### src/sv/rmq_pkg.sv
// Shared types and constants for the rotation-matrix-to-quaternion block.
// No dependencies; imported by every module of the block.
package rmq_pkg;

   localparam int DATA_WIDTH = 16;
   localparam int FRAC_BITS  = 14;

   // off-diagonal sums / differences and their magnitudes
   localparam int SUM_WIDTH = DATA_WIDTH + 1;
   localparam int MAG_WIDTH = SUM_WIDTH;
   // classification arithmetic, wide enough for 1 + three entries
   localparam int CLS_WIDTH = DATA_WIDTH + 3;
   // positive radicand
   localparam int RAD_WIDTH = DATA_WIDTH + 1;

   // square root of rad * 2^(FRAC_BITS+2)
   localparam int SQ_IN_WIDTH  = RAD_WIDTH + FRAC_BITS + 2;
   localparam int ROOT_WIDTH   = (SQ_IN_WIDTH + 1) / 2;
   localparam int SQ_PAD_WIDTH = 2 * ROOT_WIDTH;
   localparam int SQ_REM_WIDTH = ROOT_WIDTH + 3;

   // scaled division
   localparam int NUM_WIDTH     = MAG_WIDTH + FRAC_BITS + 1;
   localparam int DIV_REM_WIDTH = ROOT_WIDTH + DATA_WIDTH;
   localparam int LANES         = 3;

   // front-to-back queue
   localparam int QDEPTH      = 4;
   localparam int QPTR_WIDTH  = 2;
   localparam int QCNT_WIDTH  = 3;

   typedef enum logic [1:0] {
      COMP_X = 2'd0,
      COMP_Y = 2'd1,
      COMP_Z = 2'd2,
      COMP_W = 2'd3
   } comp_type;

   typedef struct packed {
      logic signed [DATA_WIDTH-1:0] m00;
      logic signed [DATA_WIDTH-1:0] m01;
      logic signed [DATA_WIDTH-1:0] m02;
      logic signed [DATA_WIDTH-1:0] m10;
      logic signed [DATA_WIDTH-1:0] m11;
      logic signed [DATA_WIDTH-1:0] m12;
      logic signed [DATA_WIDTH-1:0] m20;
      logic signed [DATA_WIDTH-1:0] m21;
      logic signed [DATA_WIDTH-1:0] m22;
   } req_type;

   typedef struct packed {
      logic signed [DATA_WIDTH-1:0] qx;
      logic signed [DATA_WIDTH-1:0] qy;
      logic signed [DATA_WIDTH-1:0] qz;
      logic signed [DATA_WIDTH-1:0] qw;
      logic                         bad_input;
   } rsp_type;

   // classified request as it leaves the front
   typedef struct packed {
      comp_type                    dom;
      logic                        bad;
      logic [RAD_WIDTH-1:0]        rad;
      logic signed [SUM_WIDTH-1:0] s1;
      logic signed [SUM_WIDTH-1:0] s2;
      logic signed [SUM_WIDTH-1:0] s3;
   } item_type;

   typedef struct packed {
      logic                    valid;
      item_type                item;
      logic [SQ_REM_WIDTH-1:0] rem;
      logic [ROOT_WIDTH-1:0]   root;
   } sq_stage_type;

   typedef struct packed {
      logic                                  valid;
      comp_type                              dom;
      logic                                  bad;
      logic [ROOT_WIDTH-1:0]                 root;
      logic [LANES-1:0]                      neg;
      logic [LANES-1:0]                      ovf;
      logic [LANES-1:0][DIV_REM_WIDTH-1:0]   rem;
      logic [LANES-1:0][DATA_WIDTH-1:0]      quo;
   } div_stage_type;

   // front/back handshake
   typedef struct packed {
      logic valid;
      logic take;
   } qctl_type;

endpackage

### src/sv/rmq_front.sv
// Front: picks the branch, forms radicand and off-diagonal terms, and queues
// the classified request for the back. Depends on rmq_pkg.
module rmq_front import rmq_pkg::*; (
   input  logic     clock,
   input  logic     reset,
   input  req_type  req_data,
   input  logic     req_push,
   output logic     req_full,
   output item_type head,
   output logic     head_valid,
   input  logic     take
);

   localparam logic signed [CLS_WIDTH-1:0] ONE = CLS_WIDTH'(1) << FRAC_BITS;

   function automatic logic signed [SUM_WIDTH-1:0] sadd(
      input logic signed [DATA_WIDTH-1:0] a, input logic signed [DATA_WIDTH-1:0] b);
      return SUM_WIDTH'(a) + SUM_WIDTH'(b);
   endfunction

   function automatic logic signed [SUM_WIDTH-1:0] ssub(
      input logic signed [DATA_WIDTH-1:0] a, input logic signed [DATA_WIDTH-1:0] b);
      return SUM_WIDTH'(a) - SUM_WIDTH'(b);
   endfunction

   logic signed [CLS_WIDTH-1:0] e00, e11, e22, trace, rad_full;
   item_type cls;

   always_comb begin
      e00   = CLS_WIDTH'(req_data.m00);
      e11   = CLS_WIDTH'(req_data.m11);
      e22   = CLS_WIDTH'(req_data.m22);
      trace = e00 + e11 + e22;
      cls   = '0;
      if (trace > 0) begin
         rad_full = ONE + trace;
         cls.dom  = COMP_W;
         cls.s1   = ssub(req_data.m12, req_data.m21);
         cls.s2   = ssub(req_data.m20, req_data.m02);
         cls.s3   = ssub(req_data.m01, req_data.m10);
      end else if (e00 > e11 && e00 > e22) begin
         rad_full = ONE + e00 - e11 - e22;
         cls.dom  = COMP_X;
         cls.s1   = sadd(req_data.m10, req_data.m01);
         cls.s2   = sadd(req_data.m20, req_data.m02);
         cls.s3   = ssub(req_data.m12, req_data.m21);
      end else if (e11 > e22) begin
         rad_full = ONE + e11 - e00 - e22;
         cls.dom  = COMP_Y;
         cls.s1   = sadd(req_data.m10, req_data.m01);
         cls.s2   = sadd(req_data.m21, req_data.m12);
         cls.s3   = ssub(req_data.m20, req_data.m02);
      end else begin
         rad_full = ONE + e22 - e00 - e11;
         cls.dom  = COMP_Z;
         cls.s1   = sadd(req_data.m20, req_data.m02);
         cls.s2   = sadd(req_data.m21, req_data.m12);
         cls.s3   = ssub(req_data.m01, req_data.m10);
      end
      cls.bad = (rad_full <= 0);
      cls.rad = cls.bad ? '0 : rad_full[RAD_WIDTH-1:0];
   end

   // request queue
   item_type                mem_ff [QDEPTH];
   logic [QPTR_WIDTH-1:0]   wr_ptr_ff, wr_ptr_in, rd_ptr_ff, rd_ptr_in;
   logic [QCNT_WIDTH-1:0]   count_ff, count_in;
   logic                    push_ok;

   assign req_full   = (count_ff == QCNT_WIDTH'(QDEPTH));
   assign push_ok    = req_push && !req_full;
   assign head_valid = (count_ff != '0);
   assign head       = mem_ff[rd_ptr_ff];

   always_comb begin
      wr_ptr_in = push_ok ? wr_ptr_ff + 1'b1 : wr_ptr_ff;
      rd_ptr_in = take ? rd_ptr_ff + 1'b1 : rd_ptr_ff;
      count_in  = count_ff;
      if (push_ok && !take) begin
         count_in = count_ff + 1'b1;
      end else if (!push_ok && take) begin
         count_in = count_ff - 1'b1;
      end
   end

   always_ff @(posedge clock) begin
      if (reset) begin
         wr_ptr_ff <= '0;
         rd_ptr_ff <= '0;
         count_ff  <= '0;
      end else begin
         wr_ptr_ff <= wr_ptr_in;
         rd_ptr_ff <= rd_ptr_in;
         count_ff  <= count_in;
      end
   end

   always_ff @(posedge clock) begin
      if (push_ok) begin
         mem_ff[wr_ptr_ff] <= cls;
      end
   end

   a_count_bound: assert property (@(posedge clock) disable iff (reset)
      count_ff <= QCNT_WIDTH'(QDEPTH)) else $error("queue count over depth");
   a_no_underflow: assert property (@(posedge clock) disable iff (reset)
      take |-> head_valid) else $error("take from empty queue");
   a_count_up: assert property (@(posedge clock) disable iff (reset)
      (push_ok && !take) |=> count_ff == $past(count_ff) + 1'b1)
      else $error("queue count did not advance");

endmodule

### config.mk
export PLATFORM = sky130hd
export DESIGN_NAME = rmq_front
export DESIGN_NICKNAME = d
export VERILOG_FILES = /design/src/sv/rmq_pkg.sv /design/src/sv/rmq_front.sv
export SDC_FILE = /design/constraint.sdc
export NUM_CORES = 1
export LEC_CHECK = 0
export ABC_AREA = 1
export BUFFER_PORTS_ARGS = -buffer_cell sky130_fd_sc_hd__buf_2
export CAP_MARGIN = 20
export CORE_ASPECT_RATIO = 0.9
export CORE_MARGIN = 1.5
export CORE_UTILIZATION = 44
export CTS_BUF_LIST = sky130_fd_sc_hd__clkbuf_2 sky130_fd_sc_hd__clkbuf_4 sky130_fd_sc_hd__clkbuf_8
export DETAILED_ROUTE_END_ITERATION = 10
export SLEW_MARGIN = 5
export SYNTH_ARGS = -nofsm -noshare
export SYNTH_HDL_FRONTEND = slang
export SYNTH_SLANG_ARGS = --single-unit
### constraint.sdc
create_clock -name clock -period 8.8 [get_ports clock]
set_input_delay 0 -clock clock [delete_from_list [all_inputs] [get_ports clock]]
set_output_delay 0 -clock clock [all_outputs]
set_load 0.01 [all_outputs]
==> results of run 1 <==
cells in the final DEF, fill, tap and decap left out, types with 16 or more instances in the layout:
| cell | instances |
|---|---|
| o22ai_1 | 86 |
| o31ai_1 | 18 |
| nor2_1 | 319 |
| nand3_1 | 102 |
| edfxtp_1 | 284 |
| clkbuf_8 | 46 |
| inv_1 | 360 |
| o21ai_0 | 217 |
| buf_2 | 220 |
| fa_1 | 79 |
| a21oi_1 | 165 |
| xor2_1 | 101 |
| nand2_1 | 491 |
| ha_1 | 299 |
| nor3_1 | 16 |
state kept, by name, indices dropped and copies added (netlist names), named ones only:
signal	count
rd_ptr_ff	2
wr_ptr_ff	2
mem_ff	284
count_ff	3
per-layer routing:
metal / global-route usage [%] / wire length [um] / vias up
met5: 0 / 0 / -
met4: 4.71 / 1150 / 0
met3: 3.55 / 5660 / 60
met2: 38.8 / 31600 / 678
met1: 42.4 / 38300 / 9861
li1: - / - / 9788
final timing paths:
kind,slack (ns),to,from,depth (start not counted)
worst min register to register,0.53,flip-flop,rd_ptr_ff[1]$_SDFFE_PP0P_,2
worst max register to register,5.98,mem_ff[3][47]$_DFFE_PP_,count_ff[0]$_SDFFE_PP0P_,5
worst min-delay path,0.14,count_ff[1]$_SDFFE_PP0P_,req_push,6
worst max-delay path,3.04,mem_ff[3][9]$_DFFE_PP_,req_data[1],28
tightest hold or removal path: cells and delay by family:
kind	cells	cell delay [ns]
buf+inv	2	0.14
fa+ha+maj	1	0.32
compound gates	1	0.06
simple gates	2	0.13
logic make-up (layout without fill, tap and decap cells):
logic type / after synthesis / count (layout) / synth area share, %
buffers and inverters: 455 / 682 / 7.28
DFF: 293 / 293 / 35.9
other: 0 / 2 / 0
adders and majority gates: 378 / 378 / 21.9
xor gates and xnor gates: 116 / 116 / 4.27
and+or+nand+nor: 1008 / 1008 / 17.2
AOI/OAI and AO/OA: 572 / 572 / 13.4
per-stage QoR:
step	total power, uW	area (sq um)
finish	5860	26900
global route	6230	26900
detailed placement	4760	26000
floorplan	3800	24300
CTS	5830	26800
global placement	4730	26000
power breakdown:
group | switching, uW | total, uW | internal (uW)
combinational | 1940 | 2750 | 810
clock | 491 | 1060 | 569
sequential | 59.0 | 2040 | 1980
cell type report:
class,instances,area [sq um]
fillers,5220,27600
multi-input cells,2074,13800
flip-flops and latches,293,8720
inverters,370,1390
repair buffers,233,1210
well taps,705,882
clock buffers,59,731
clock inverters,20,116
diodes,2,5.00
==> flow_summary.ini, run 1 <==
[timing]
timing.final.crit_share_pct = 65.5
setup_violations = 0
finalCriticalPeriod_ns = 5.76
finalSetupTns_ns = 0
relSlewSlack_pct = 28.9
worst_pin_slew_ns = 1.07
hold_viol = 0
fmax_ghz = 0.174
hold_ws_ns = 0.141
slew_viol_final = 0
rsz0062_at_grt = false
worst_slack_ns = 3.04
finClkSkew_ns = 0.0283

[synthesis]
synth_ff_type = edfxtp_1
async_reset_ff_share_pct = 0
syn_inst = 2822
ys_ff_latch = 293
synth.distinct_cells = 50
synth_common_cells = nand2_1, inv_1, nor2_1, ha_1, edfxtp_1
yosysMostFrequentCell = nand2_1
synth_area_per_cell_sq_um = 8.59
synth_top_cell_area_share_pct = 35.2
yosysWarningCount = 0
synth_top_cell_by_area = edfxtp_1
synth_edf_count = 284
netlist_area_sq_um = 24300
syn_nets = 3348
ys_top_cells_by_area = edfxtp_1, ha_1, nand2_1, fa_1, inv_1
ys_seq_area_share_pct = 35.9

[global_route]
antenna_found_initial = 2
grt_pass1_wl_um = 115000
grt_pass1_vias = 19500
grt_max_degree = 105
gr-total-overflow = 0
gr-usage-all-layers_pct = 26.7

[placed_design]
place_inst = 3671
hpwl_um = 60400
dp_worst_setup_slack_ns = 2.65
io_buffers = 220
gp_congestion = 1.02

[final_layout]
drive_above_1_share_pct = 11.7
nNetsFinal = 3541
final_core_util_pct = 49.3
area_growth_pct = 10.7
fin_cells = 3756

[clock_network]
path_clk_slew_ns = 0.06
clock_latency_ns = 0.57
postCtsHoldBufs = 3
clockBufferDepth = 3
cts_root_buffer = clkbuf_8
tritoncts = built
cts_buffers = 43
cts_resized = 0
post_cts.repair.setup_buffers = 0
cts_sinks = 293
cts.htree.levels = 2

[power]
ir_drop_mv = 0.0923
leakage_uw = 0.0125
p_per_area_nw_per_um2 = 218

[setup_path]
max_stage_delay_ns = 0.75
critical_path_class = in -> reg
path_buf_inv = 4
cp_slowest_cell = nand2_1
end_kind = flip-flop
worstPathMaxFanout = 61
critPathTopFamily = simple AND/OR/NAND/NOR gates
cp.arrival_ns = 6.05
cp.required_ns = 9.09
cp-start-kind = input pin

[routing]
drt-total-wl_um = 76700
routed-via-count = 20400
drc = 0
ant_nets = 0
dr.pass1.iters = 6
detail_route.wl_per_cell_um = 20.4
via_per_inst = 5.43
drtIter0Drc = 1599

[floorplan]
start_util_pct = 44.6
num_rows = 81
io_pins = 221
die_area_sq_um = 56500
fp.dieH_um = 226
dieWidth_um = 250
core-area_sq_um = 54400

[job]
cap_violations = 0

[worst_hold_path]
hold_path.class = in -> reg

[status]
status = complete, no violations
(Power assumes the default switching activity.)
==> inputs of run 2 (changes only) <==
==> constraint.sdc (replaced) <==
create_clock -name clock -period 4.8 [get_ports clock]
set_input_delay 0 -clock clock [delete_from_list [all_inputs] [get_ports clock]]
set_output_delay 0 -clock clock [all_outputs]
set_load 0.01 [all_outputs]
==> run 2 against run 1 <==
Net effect: via count is 1.2% higher; worst setup slack worse by 2.6 ns; clock skew is 0.0052 ns lower; power is 89% higher; combinational power is 89% higher; die area stayed put; hold slack better by 0.082 ns; non-clock buffer count is 41 higher; final cell count is 1.2% higher; critical path type unchanged; critical endpoint is now mem_ff[3][41]$_DFFE_PP_; highest routed layer is now met5.
==> flow_summary.ini, run 2 (synthesis results as in run 1) <==
[final_layout]
n_fill_cell = 5141
layout_commonest_cell = nand2_1
largest_register_ffs = 284
nNetsFinal = 3584
drive_above_1_share_pct = 13.1
fin_cells = 3800
design_area_sq_um = 27300
top_register = mem_ff
final_cell_mix = nand2_1, inv_1, nor2_1
largestRegisters = mem_ff: 284 flops, count_ff: 3 flops
area_growth_pct = 12.6
final_core_util_pct = 50.2

[placed_design]
place_inst = 3710
placed_area_sq_um = 26300
hpwl_um = 60800
gp_congestion = 1.01
io_buffers = 220

[timing]
timing.final.crit_share_pct = 90.6
finalCriticalPeriod_ns = 4.35
hold_viol = 0
slew_viol_final = 0
finClkSkew_ns = 0.0231
rsz0062_at_grt = false
setup_violations = 0
fmax_ghz = 0.230
finalSetupTns_ns = 0
worst_pin_slew_ns = 1.08
relSlewSlack_pct = 27.9

[global_route]
gr-total-overflow = 0
antenna_found_initial = 3
grt_pass1_vias = 19600
grt_pass1_wl_um = 116000
grt_max_degree = 103
gr-usage-all-layers_pct = 26.9

[clock_network]
tritoncts = built
cts.htree.levels = 2
clock_latency_ns = 0.58
cts_sinks = 293
path_clk_slew_ns = 0.06
cts_buffers = 45
clockBufferDepth = 3
cts_root_buffer = clkbuf_8

[routing]
drt-total-wl_um = 77100
drc = 0
routed-via-count = 20600
dr.pass1.iters = 6
detail_route.wl_per_cell_um = 20.3
ant_nets = 0
via_per_inst = 5.43
drtIter0Drc = 1716

[power]
p_per_area_nw_per_um2 = 405
power_uw = 11100
leakage_uw = 0.0127
ir_drop_mv = 0.206

[setup_path]
critPathTopFamily = adder cells
cp.arrival_ns = 4.78
path_buf_inv = 6
reg2reg_slack_ns = 2.25
worstPathMaxFanout = 29
max_stage_delay_ns = 0.51
end_kind = flip-flop
cp_slowest_cell = fa_1
cp.required_ns = 5.23
r2r-start = count_ff[0]$_SDFFE_PP0P_
r2r-end = mem_ff[3][6]$_DFFE_PP_
critical_path_class = in -> reg
cp-start-kind = input pin
ff2ff_path_depth = 6

[floorplan]
num_rows = 81
die_area_sq_um = 56500
io_pins = 221
start_util_pct = 44.6
fp.dieH_um = 226
core-area_sq_um = 54400
dieWidth_um = 250

[worst_hold_path]
hold_path.class = in -> reg
min_to = mem_ff[0][1]$_DFFE_PP_
whs_path_depth = 3
hp-start = req_data[81]

[job]
cap_violations = 0

[status]
status = complete, no violations
-- run 2: cell types whose count changed in the layout (fill, tap and decap cells not counted) --
cell / delta
dlygate4sd3_1: +1
clkinvlp_4: +4
clkinv_2: +2
bufinv_16: +3
clkbuf_4: -3
inv_6: +1
buf_12: +3
diode_2: +1
clkinv_1: -4
inv_1: -1
buf_4: +37
clkbuf_8: -1
buf_16: +1
-- run 2: how the worst max path moves through the flow --
| stage | from | endpoint | depth (start not counted) | slack (ns) |
|---|---|---|---|---|
| 2_1_floorplan | count_ff[0]$_SDFFE_PP0P_ | mem_ff[0][0]$_DFFE_PP_ | 4 | 0.53 |
| 3_3_place_gp | req_data[0] | mem_ff[2][41]$_DFFE_PP_ | 29 | -0.01 |
| 3_5_place_dp | req_data[0] | mem_ff[3][41]$_DFFE_PP_ | 29 | -0.06 |
| 4_1_cts | req_data[0] | mem_ff[2][41]$_DFFE_PP_ | 29 | 0.55 |
| 5_1_grt | req_data[4] | mem_ff[1][55]$_DFFE_PP_ | 34 | 0.02 |
| 6_report | req_data[0] | mem_ff[3][41]$_DFFE_PP_ | 29 | 0.45 |
-- run 2: power by group --
part           switching, uW  internal, uW
Sequential               103          3630
Combinational           3590          1620
Clock                    943          1190
-- run 2: timing repair --
item                                    CTS  global route
hold endpoints to repair                  9             0
buffers inserted                          0             0
resized for setup                         0             1
endpoints found under the setup margin    0             4
hold buffers                              4             0
-- run 2: per-stage QoR --
step | worst slack (ns) | hold WS, ns
3_5_place_dp | -0.0629 | 0.287
4_1_cts | 0.548 | 0.218
2_1_floorplan | 0.531 | 0.211
3_3_place_gp | -0.0145 | 0.282
6_report | 0.452 | 0.223
5_1_grt | 0.0182 | 0.257
-- run 2: layout make-up --
type                    instances  area, sq um  area share, %
multi-input cells            2074        13800           50.6
flip-flops and latches        293         8720           31.9
repair buffers                274         1570           5.76
inverters                     370         1390           5.10
well taps                     705          882           3.23
clock buffers                  56          702           2.57
clock inverters                25          233          0.852
diodes                          3         7.51         0.0275
-- run 2: routing by layer --
metal	track usage, %	vias up	wire, um
li1	-	9889	-
met1	39.8	9837	36000
met2	39.0	803	31800
met3	7.42	91	7830
met4	5.85	2	1480
met5	0	-	11
-- run 2: worst register-to-register path: cells and delay by family, from the launching register on --
kind	cells	cell delay, ns
buffers and inverters	3	1.30
DFF	1	0.42
and+or+nand+nor	3	0.43
